$ cat config.mk
export PLATFORM = sky130hd
export DESIGN_NAME = double_ended_queue_top
export DESIGN_NICKNAME = d
export VERILOG_FILES = /design/src/rtl/dq_pkg.sv /design/src/rtl/dq_ram.sv /design/src/rtl/dq_ctrl.sv /design/src/rtl/double_ended_queue_top.sv
export SDC_FILE = /design/constraint.sdc
export NUM_CORES = 2
export LEC_CHECK = 0
export ABC_AREA = 1
export BUFFER_PORTS_ARGS = -buffer_cell sky130_fd_sc_hd__buf_4
export CAP_MARGIN = 0
export CORE_ASPECT_RATIO = 0.75
export CORE_UTILIZATION = 41
export CTS_CLUSTER_SIZE = 20
export DETAILED_ROUTE_END_ITERATION = 8
export SYNTH_ARGS = -nofsm -noshare
export SYNTH_HDL_FRONTEND = slang
export SYNTH_HIERARCHICAL = 1
export SYNTH_SLANG_ARGS = --single-unit
$ cat constraint.sdc
create_clock -name clk -period 17.7 [get_ports clk]
set_input_delay 2.655 -clock clk [delete_from_list [all_inputs] [get_ports clk]]
set_output_delay 2.655 -clock clk [all_outputs]
set_load 0.005 [all_outputs]
$ cat src/rtl/dq_pkg.sv
// Package for the double-ended queue: operation codes, status codes and the
// response flags passed from the pointer control to the result stage.
// No dependencies.
package dq_pkg;

	localparam int WORD_W = 32;

	localparam logic [2:0] OP_PUSH_FRONT = 3'd0;
	localparam logic [2:0] OP_PUSH_BACK  = 3'd1;
	localparam logic [2:0] OP_POP_FRONT  = 3'd2;
	localparam logic [2:0] OP_POP_BACK   = 3'd3;
	localparam logic [2:0] OP_READ_FRONT = 3'd4;
	localparam logic [2:0] OP_READ_BACK  = 3'd5;
	localparam logic [2:0] OP_STATUS     = 3'd6;

	localparam logic [1:0] ST_OK    = 2'd0;
	localparam logic [1:0] ST_EMPTY = 2'd1;
	localparam logic [1:0] ST_FULL  = 2'd2;

	typedef struct packed {
		logic [1:0] status;
		logic       has_data;
	} dq_resp_t;

endpackage

$ cat src/rtl/dq_ram.sv
// Generic single-port-write, single-port-read RAM with a registered read.
// No dependencies.
module dq_ram #(
	parameter int WIDTH = 32,
	parameter int DEPTH = 64
) (
	input  logic                     clk,
	input  logic                     we,
	input  logic [$clog2(DEPTH)-1:0] waddr,
	input  logic [WIDTH-1:0]         wdata,
	input  logic                     re,
	input  logic [$clog2(DEPTH)-1:0] raddr,
	output logic [WIDTH-1:0]         rdata
);

	logic [WIDTH-1:0] mem [DEPTH];
	logic [WIDTH-1:0] rdata_q;

	always_ff @(posedge clk) begin
		if (we) begin
			mem[waddr] <= wdata;
		end
		if (re) begin
			rdata_q <= mem[raddr];
		end
	end

	assign rdata = rdata_q;

endmodule

$ cat src/rtl/dq_ctrl.sv
// Head pointer and entry count of the deque, and the memory access for each
// operation. Depends on dq_pkg.
module dq_ctrl import dq_pkg::*; #(
	parameter int DEPTH = 64
) (
	input  logic                       clk,
	input  logic                       arst_n,
	input  logic                       accept,
	input  logic [2:0]                 operation,
	input  logic signed [WORD_W-1:0]   push_value,
	output logic                       mem_we,
	output logic [$clog2(DEPTH)-1:0]   mem_waddr,
	output logic [WORD_W-1:0]          mem_wdata,
	output logic                       mem_re,
	output logic [$clog2(DEPTH)-1:0]   mem_raddr,
	output dq_resp_t                   resp,
	output logic [$clog2(DEPTH+1)-1:0] count_next
);

	localparam int AW = $clog2(DEPTH);
	localparam int CW = $clog2(DEPTH + 1);
	localparam int SW = AW + 1;

	logic [AW-1:0] head_q;
	logic [CW-1:0] count_q;
	logic [AW-1:0] head_next;
	logic [CW-1:0] count_d;
	logic [AW-1:0] head_dec;
	logic [AW-1:0] head_inc;
	logic [SW-1:0] tail_sum;
	logic [SW-1:0] back_sum;
	logic [AW-1:0] tail_idx;
	logic [AW-1:0] back_idx;
	logic          full;
	logic          empty;

	assign full  = (count_q == CW'(DEPTH));
	assign empty = (count_q == '0);

	assign head_dec = (head_q == '0) ? AW'(DEPTH - 1) : head_q - 1'b1;
	assign head_inc = (head_q == AW'(DEPTH - 1)) ? '0 : head_q + 1'b1;

	// Head plus count stays below twice the depth, so one subtract wraps it.
	assign tail_sum = SW'(head_q) + SW'(count_q);
	assign back_sum = tail_sum - 1'b1;
	assign tail_idx = (tail_sum >= SW'(DEPTH)) ? AW'(tail_sum - SW'(DEPTH)) : AW'(tail_sum);
	assign back_idx = (back_sum >= SW'(DEPTH)) ? AW'(back_sum - SW'(DEPTH)) : AW'(back_sum);

	always_comb begin
		head_next     = head_q;
		count_d       = count_q;
		mem_we        = 1'b0;
		mem_waddr     = head_dec;
		mem_wdata     = push_value;
		mem_re        = 1'b0;
		mem_raddr     = head_q;
		resp.status   = ST_OK;
		resp.has_data = 1'b0;
		unique case (operation)
			OP_PUSH_FRONT: begin
				if (full) begin
					resp.status = ST_FULL;
				end else begin
					head_next = head_dec;
					count_d   = count_q + 1'b1;
					mem_we    = accept;
				end
			end
			OP_PUSH_BACK: begin
				mem_waddr = tail_idx;
				if (full) begin
					resp.status = ST_FULL;
				end else begin
					count_d = count_q + 1'b1;
					mem_we  = accept;
				end
			end
			OP_POP_FRONT, OP_READ_FRONT: begin
				if (empty) begin
					resp.status = ST_EMPTY;
				end else begin
					resp.has_data = 1'b1;
					mem_re        = accept;
					if (operation == OP_POP_FRONT) begin
						head_next = head_inc;
						count_d   = count_q - 1'b1;
					end
				end
			end
			OP_POP_BACK, OP_READ_BACK: begin
				mem_raddr = back_idx;
				if (empty) begin
					resp.status = ST_EMPTY;
				end else begin
					resp.has_data = 1'b1;
					mem_re        = accept;
					if (operation == OP_POP_BACK) begin
						count_d = count_q - 1'b1;
					end
				end
			end
			default: begin
				// Status query and the unused code leave the state alone.
			end
		endcase
	end

	assign count_next = count_d;

	always_ff @(posedge clk or negedge arst_n) begin
		if (!arst_n) begin
			head_q  <= '0;
			count_q <= '0;
		end else if (accept) begin
			head_q  <= head_next;
			count_q <= count_d;
		end
	end

endmodule

$ cat src/rtl/double_ended_queue_top.sv
// Double-ended queue of signed 32-bit words stored in a circular RAM of
// DEPTH entries. Depends on dq_pkg, dq_ctrl and dq_ram.
//
// The deque takes one operation per clock cycle while out_stall is low; each
// operation returns exactly one result word, through the synchronous RAM
// read and then the output register. The head pointer and count update at
// acceptance, so back-to-back operations see each other's effects. A push
// into a full deque is refused with status full, and a pop or read of an
// empty deque returns status empty and zero data. The RAM contents need no
// clearing after reset.
module double_ended_queue_top import dq_pkg::*; #(
	parameter int DEPTH = 64
) (
	input  logic                       clk,
	input  logic                       arst_n,
	input  logic                       in_valid,
	output logic                       in_stall,
	input  logic [2:0]                 operation,
	input  logic signed [WORD_W-1:0]   push_value,
	output logic                       out_valid,
	input  logic                       out_stall,
	output logic signed [WORD_W-1:0]   data_word,
	output logic [1:0]                 status,
	output logic [$clog2(DEPTH+1)-1:0] entry_count,
	output logic                       is_empty
);

	localparam int AW = $clog2(DEPTH);
	localparam int CW = $clog2(DEPTH + 1);

	logic              accept;
	logic              advance;
	logic              mem_we;
	logic [AW-1:0]     mem_waddr;
	logic [WORD_W-1:0] mem_wdata;
	logic              mem_re;
	logic [AW-1:0]     mem_raddr;
	logic [WORD_W-1:0] mem_rdata;
	dq_resp_t          resp;
	logic [CW-1:0]     count_next;

	logic              valid_s1;
	dq_resp_t          resp_s1;
	logic [CW-1:0]     count_s1;

	logic              out_valid_q;
	logic [WORD_W-1:0] data_q;
	logic [1:0]        status_q;
	logic [CW-1:0]     count_q;
	logic              empty_q;

	// The first stage moves on when the output register is free or being taken.
	assign advance  = !out_valid_q || !out_stall;
	assign in_stall = valid_s1 && !advance;
	assign accept   = in_valid && !in_stall;

	dq_ctrl #(
		.DEPTH(DEPTH)
	) u_ctrl (
		.clk        (clk),
		.arst_n     (arst_n),
		.accept     (accept),
		.operation  (operation),
		.push_value (push_value),
		.mem_we     (mem_we),
		.mem_waddr  (mem_waddr),
		.mem_wdata  (mem_wdata),
		.mem_re     (mem_re),
		.mem_raddr  (mem_raddr),
		.resp       (resp),
		.count_next (count_next)
	);

	dq_ram #(
		.WIDTH(WORD_W),
		.DEPTH(DEPTH)
	) u_ram (
		.clk   (clk),
		.we    (mem_we),
		.waddr (mem_waddr),
		.wdata (mem_wdata),
		.re    (mem_re),
		.raddr (mem_raddr),
		.rdata (mem_rdata)
	);

	always_ff @(posedge clk or negedge arst_n) begin
		if (!arst_n) begin
			valid_s1    <= 1'b0;
			out_valid_q <= 1'b0;
		end else begin
			if (accept) begin
				valid_s1 <= 1'b1;
			end else if (advance) begin
				valid_s1 <= 1'b0;
			end
			if (advance) begin
				out_valid_q <= valid_s1;
			end
		end
	end

	always_ff @(posedge clk) begin
		if (accept) begin
			resp_s1  <= resp;
			count_s1 <= count_next;
		end
		if (advance && valid_s1) begin
			data_q   <= resp_s1.has_data ? mem_rdata : '0;
			status_q <= resp_s1.status;
			count_q  <= count_s1;
			empty_q  <= (count_s1 == '0);
		end
	end

	assign out_valid   = out_valid_q;
	assign data_word   = data_q;
	assign status      = status_q;
	assign entry_count = count_q;
	assign is_empty    = empty_q;

endmodule

Word level (Yosys, flattened, before mapping)
Memories as Yosys holds them, arrays and structs flattened. A register that Yosys moved wholly into a read port is not among the register bits.
Cells that the tools add are included.
{"block": "op_classes", "shift": 0, "magnitude_cmp": 2, "n_mul": 0, "reduce_logical": 19, "bitwise_logic": 0, "eq_ne": 10, "muxes": 28, "div_mod_pow": 0, "add_sub_neg": 8}
{"cell": "2-to-1 mux 6 bit", "n": 9}
{"cell": "2-to-1 mux 7 bit", "n": 5}
{"cell": "case mux 7 bit (3 select lines)", "n": 1}
{"cell": "subtractor 6 x 1 -> 6 bit, second input constant", "n": 3}
{"cell": ">= comparator 7 bit, second input constant", "n": 2}
{"cell": "zero test 7 bit", "n": 2}
{"cell": "subtractor 7 x 1 -> 7 bit, second input constant", "n": 2}
{"cell": "case mux 6 bit (2 select lines)", "n": 1}
{"cell": "2-to-1 mux 1 bit", "n": 10}
{"cell": "adder 6 x 7 -> 7 bit", "n": 1}
{"cell": "adder 7 x 1 -> 7 bit, second input constant", "n": 1}
{"cell": "== test 7 bit, second input constant", "n": 1}
{"cell": "adder 6 x 1 -> 6 bit, second input constant", "n": 1}
{"cell": "== test 3 x 2 -> 1 bit, second input constant", "n": 2}
{"cell": "== test 3 bit, second input constant", "n": 2}
{"cell": "== test 6 bit, second input constant", "n": 1}
{"cell": "zero test 6 bit", "n": 1}
{"cell": "OR reduction 2 bit", "n": 3}
{"cell": "AND reduction 5 bit", "n": 1}
{"cell": "zero test 1 bit", "n": 4}
{"cell": "inequality test 2 bit, second input constant", "n": 2}
{"cell": "case mux 2 bit (2 select lines)", "n": 1}
{"cell": "nonzero test 2 bit", "n": 2}
{"cell": "OR reduction 4 bit", "n": 1}
{"cell": "other kinds (6)", "n": 8}
{"block": "totals", "output_inout_bits": 44, "mem_bits_rw": 2048, "mem_count": 1, "latch_bits": 0, "in_bits": 39, "reg_bits": 67, "word_cells": 79, "rom_bits": 0}
{"name": "u_ram.mem", "depth": 64, "width": 32, "rd": 1, "rd_ports_with_merged_regs": 1, "write_ports": 1, "line": "dq_ram.sv:16", "text": "logic [WIDTH-1:0] mem [DEPTH];"}

Depth between registers and ports, before layout
{"block": "depth", "word_depth": 10, "depth_mapped": 20, "ltp_nobuf": 16}

Modules after synthesis
The synthesis kept the hierarchy.
{"mod": "dq_ram", "seq_area_each_um2": 62459.9, "cells_each": 6769, "n_inst": 1, "area_each_um2": 83058.4}
{"mod": "dq_ctrl", "seq_area_each_um2": 325.3, "cells_each": 359, "n_inst": 1, "area_each_um2": 2217.1}
{"mod": "double_ended_queue_top", "seq_area_each_um2": 1611.5, "cells_each": 138, "n_inst": 1, "area_each_um2": 1951.9}

Worst setup path before layout
OpenSTA, ideal clock, no wires.
{"block": "synth_timing", "kind": "input -> register", "start": "input out_stall", "end": "memory u_ram.mem[48][0], enable pin", "required_ps": 17197, "n_path_buf": 2, "setup_slack_ps": 9940, "t_arrival_ps": 7257, "stages": 9, "setup_time_ps": 503, "path_cell_list": "nand3_1 -> nand2_1 -> inv_1 -> clkbuf_1 -> inv_1 -> nor2_1 -> clkbuf_1 -> nand4_1 -> nor4_1"}
{"block": "synth_between", "elab_chain_cells": 10}
{"item": "start: declaration", "line": "double_ended_queue_top.sv:21", "text": "input logic out_stall,"}
{"item": "zero test 1 bit", "line": "double_ended_queue_top.sv:53", "text": "assign advance = !out_valid_q || !out_stall;"}
{"item": "logical OR 1 bit", "line": "double_ended_queue_top.sv:53"}
{"item": "zero test 1 bit", "line": "double_ended_queue_top.sv:54", "text": "assign in_stall = valid_s1 && !advance;"}
{"item": "logical AND 1 bit", "line": "double_ended_queue_top.sv:54"}
{"item": "zero test 1 bit", "line": "double_ended_queue_top.sv:55", "text": "assign accept = in_valid && !in_stall;"}
{"item": "logical AND 1 bit", "line": "double_ended_queue_top.sv:55"}
{"item": "via accept", "line": "double_ended_queue_top.sv:31", "text": "logic accept;"}
{"item": "2-to-1 mux 1 bit", "line": "dq_ctrl.sv:61, dq_ctrl.sv:71"}
{"item": "2-to-1 mux 1 bit"}
{"item": "via mem_we", "line": "double_ended_queue_top.sv:33", "text": "logic mem_we;"}
{"item": "2-to-1 mux 1 bit", "line": "dq_ram.sv:20", "text": "if (we) begin"}
{"item": "2-to-1 mux 1 bit (implied by the code)", "line": "dq_ram.sv:21", "text": "mem[waddr] <= wdata;"}
{"item": "end: declaration", "line": "dq_ram.sv:16"}
The timed path passes the listed nets, and every way through them passes these cells.

Worst setup path after layout
{"block": "layout_timing", "start": "input operation[1]", "end": "register u_ram.rdata_q[28] (netlist: u_ram/rdata[28]), read port of u_ram.mem, data pin"}
{"block": "layout_between", "elab_chain_cells": 3, "elab_cells_between_ends": 8, "cone_classes": "eq/ne (4); mux (2); reduce/logical (2)"}
{"item": "start: declaration", "line": "double_ended_queue_top.sv:18", "text": "input logic [2:0] operation,"}
{"item": "== test 3 bit or == test 3 x 2 -> 1 bit (tied branches)", "line": "dq_ctrl.sv:59", "text": "unique case (operation)"}
{"item": "OR reduction 2 bit *", "line": "dq_ctrl.sv:59"}
{"item": "2-to-1 mux 6 bit *", "line": "dq_ctrl.sv:59"}
{"item": "via mem_raddr[0]", "line": "double_ended_queue_top.sv:37", "text": "logic [AW-1:0] mem_raddr;"}
{"item": "end: declaration", "line": "dq_ram.sv:17", "text": "logic [WIDTH-1:0] rdata_q;"}
The timed path passes the listed nets; every way through them passes the cells marked *.
A chain may end at the register's enable or synchronous reset.

==> PnR_summary.wiki <==
{| class="wikitable"
! Metric !! Value
|-
| Setup repair after global routing missed its margin || no
|-
| Final weighted congestion in routability-driven placement || 0.8481
|-
| Clock period minus worst slack || 7.396 ns
|-
| Cell repeated most along the worst path || nand2_1
|-
| Transition time at the pin with the least slew margin || 1.229 ns
|-
| Global-route wire length before repair || 372700 µm
|-
| Pin count of the biggest net entering global routing || 192
|-
| Number of placed I/O pins || 83
|-
| CTS resizes || 0
|-
| Outcome || completed
|-
| Number of cells on the worst reg-to-reg path || 18
|-
| Final-report hold violation count || 0
|-
| Clock buffer count from CTS || 205
|-
| Overflow after GRT || 0
|-
| Root Buffer || clkbuf_16
|-
| Worst vdd ir || 0.2426 mV
|-
| Setup fix buffers added after clock tree synthesis || 0
|-
| Worst skew pair latency || 0.85 ns
|-
| Pwr per Cell Area || 162.1 nW/µm²
|-
| Count of input and output buffers || 82
|-
| Initial core utilization || 0.4127
|-
| Number of hold buffers added after cts || 0
|-
| Arrival time reported for the critical path endpoint || 8.09 ns
|-
| Number of detailed-routing iterations run before antenna repair || 6
|-
| Switching share of power || 0.3894
|-
| Share of power burned in the clock network || 0.278
|-
| Number of vias per cell after detailed routing || 5.641
|-
| CP Capture Type || flip-flop
|-
| CTS tree || done
|-
| Largest delay share family, worst path || buffers and inverters
|-
| Area growth syn-to-layout || 11.31%
|-
| Startpoint of the worst register-to-register path || u_ctrl/count_q[0]
|-
| Aggregate routed wire length || 256900 µm
|-
| Count of flip-flops with a built-in enable after synthesis || 2132
|-
| Number of nets in the layout || 7239
|-
| Number of placement rows || 146
|-
| Number of global-route vias before repair || 53310
|-
| Number of warnings issued by yosys || 6
|-
| Initial antenna violation count || 14
|-
| Max-slew violation count || 0
|-
| Global Route Usage Sum || 0.2365
|-
| Kind of start point of the critical path || input port
|-
| Required @ worst endpoint || 18.39 ns
|-
| Initial detailed-routing violation count || 7733
|-
| Maximum achievable frequency || 135.2 MHz
|-
| Routed wire per std cell || 25.21 µm
|-
| Number of fill cells in the layout || 18760
|-
| H-tree Lvls || 4
|-
| Number of buffer and inverter instances along the worst setup path || 6
|-
| Slew Limit Headroom || 0.1718
|-
| CTS sink cnt || 2147
|-
| Die span in y || 401.5 µm
|-
| Maximum Capacitance Violations || 0
|-
| Number of nets still failing antenna checks after routing || 0
|-
| Top flip-flop cell by instance count after synthesis || edfxtp_1
|-
| Combinational share of power || 0.351
|-
| CP cell instances || buf_4, inv_2, nor2_8, nand2_1, nand2_1, nand2_1, o21ai_4, inv_16, buf_4, buf_12, buf_12, nand2_1, nand3_1, nand3_1, nand3_1, nand3_1, nand2_1, nand2_1, nand2_1
|-
| Maximum cell stage delay along the critical path || 0.84 ns
|-
| Mapped Cells || 7266
|-
| Internal Power || 9.608 mW
|-
| Std-Cell Core Area || 211400 µm²
|-
| Fraction of final layout cells with drive strength greater than 1 || 0.08038
|-
| Register-to-register path setup slack || 11.62 ns
|-
| Clk pin slew, worst setup/hold paths || 0.06 ns
|-
| DIE AREA || 214600 µm²
|-
| Clock Tree Buf Depth || 3
|-
| Leak || 34.13 nW
|-
| Final routed DRC violation total || 0
|-
| DPL Wire Length || 130300 µm
|-
| Die width || 534.6 µm
|-
| Total nets after synthesis || 7320
|-
| Endpoints failing setup || 0
|-
| Async set or reset register ratio after synthesis || 0.006986
|-
| Source of the worst hold timing path || resp_s1[1]
|-
| Mean Syn Cell Area || 12.00 µm²
|-
| Maximum clock skew at final layout || 0.03310 ns
|-
| Class of the worst hold path || flip-flop to flip-flop
|-
| #FFs+latches synth || 2147
|-
| Sum of internal, switching and leakage power || 15.74 mW
|-
| Reg-to-Reg End || u_ram/rdata[19]
|-
| Setup TNS || 0 ns
|-
| Crit Path Category || input port to flip-flop
|-
| Switch Pwr || 6.127 mW
|-
| Fraction of the yosys area taken by sequential cells || 0.7383
|-
| Terminating pin of the worst hold path || status[0]
|-
| Period Utilization, post-route || 0.4178
|-
| Proportion of power drawn by flip-flops and latches || 0.371
|-
| Post-synthesis instance area || 87230 µm²
|-
| DR vias || 57490
|-
| Worst-path maximum fanout || 185
|-
| Number of distinct standard cells referenced by the synthesized netlist || 39
|-
| Count of cells along the worst hold path || 0
|-
| Critical-path top delay cell || buf_4
|}
-- routing by layer --
| metal | track usage | part of all wire | vias up |
|---|---|---|---|
| met1 | 0.3537 | 0.44 | 28610 |
| met3 | 0.04408 | 0.095 | 373 |
| li1 | - | - | 25600 |
| met5 | 0 | 0.00019 | - |
| met2 | 0.3532 | 0.44 | 2903 |
| met4 | 0.06229 | 0.024 | 8 |
-- stage by stage --
stage               hold slack, ns  cell area (µm²)  worst slack (ns)  instances  utilization
global placement            0.4045            90420             9.685       9790       0.4278
finish                      0.4215            97090             10.30      10190       0.4594
global route                0.4269            97060             10.12      10180       0.4592
detailed placement          0.4062            90420             9.594       9790       0.4278
floorplan                   0.4003            87230             9.940       7266            -
CTS                         0.4234            97060             10.49      10180       0.4592
-- layout make-up --
type,instances,area [µm²],share of cell area
flip-flops and latches,2147,64400,0.6633
multi-input cells,4533,20440,0.2105
clock buffers,259,5439,0.05602
well taps,2812,3518,0.03624
repair buffers,208,1687,0.01737
clock inverters,128,1194,0.01229
inverters,90,380.4,0.003918
diodes,14,35.03,0.0003608
-- power by group through the flow --
stage	Combinational [mW]	Sequential [mW]	Clock, mW
after floorplan	3.61	5.88	0
after global placement	5.40	5.95	0
after detailed placement	5.44	5.95	0
after CTS	5.45	5.84	4.44
after global routing	5.97	5.84	4.63
final	5.52	5.84	4.38
-- registers in the layout, summed over array words and instances, names as in the netlist --
register / count
u_ctrl/head_q: 6
count_s1: 7
is_empty: 1
u_ram/rdata: 32
resp_s1: 3
valid_s1: 1
out_valid: 1
entry_count: 7
u_ram/mem: 2048
data_word: 32
u_ctrl/count_q: 7
status: 2
-- cells in the final DEF (no fill, tap or decap), drive strengths merged --
master / synthesis / routed
or2: 3 / 3
nand3b: 5 / 5
a22oi: 1 / 1
nor2: 93 / 93
fa: 1 / 1
clkinvlp: 0 / 7
edfxtp: 2132 / 2132
nand4: 18 / 18
inv: 90 / 97
a21oi: 9 / 9
o31ai: 1 / 1
clkbuf: 83 / 259
nor3: 3 / 3
diode: 0 / 14
xor2: 2 / 2
nand2: 2388 / 2388
buf: 413 / 208
nor4: 8 / 8
dfrtp: 15 / 15
nand3: 1952 / 1952
o2111ai: 1 / 1
clkinv: 0 / 95
and2: 1 / 1
ha: 14 / 14
xnor2: 2 / 2
a31oi: 5 / 5
o21ai: 26 / 26
bufinv: 0 / 19
-- logic make-up after synthesis --
logic type      after synthesis  synth area share
flops                      2147            0.7383
compound gates               43          0.002726
xor+xnor                      4         0.0004017
simple gates               4471            0.2226
buf+inv                     586           0.03372
fa+ha+maj                    15          0.002238
-- synthesized netlist by cell type (all sizes together), types with 3 or more instances --
library cell / number / area, µm²
nand2: 2388 / 8976
edfxtp: 2132 / 64020
nand3: 1952 / 9792
buf: 413 / 2285
nor2: 93 / 412.9
inv: 90 / 345.3
clkbuf: 83 / 311.6
o21ai: 26 / 137.6
nand4: 18 / 112.6
dfrtp: 15 / 375.4
ha: 14 / 175.2
a21oi: 9 / 45.04
nor4: 8 / 50.05
a31oi: 5 / 31.28
nand3b: 5 / 37.54
nor3: 3 / 15.01
or2: 3 / 18.77
-- worst max-delay path by stage --
| stage | startpoint | to | slack, ns | cells past startpoint |
|---|---|---|---|---|
| finish | operation[1] | u_ram/rdata[28] | 10.30 | 19 |
| global route | operation[1] | u_ram/rdata[29] | 10.12 | 19 |
| CTS | operation[1] | u_ram/rdata[13] | 10.49 | 19 |
| detailed placement | operation[1] | u_ram/rdata[13] | 9.59 | 19 |
| global placement | operation[1] | u_ram/rdata[13] | 9.68 | 19 |
| floorplan | out_stall | u_ram/mem[48][0] | 9.94 | 9 |
No activity file was read; power rests on OpenSTA's default activity.
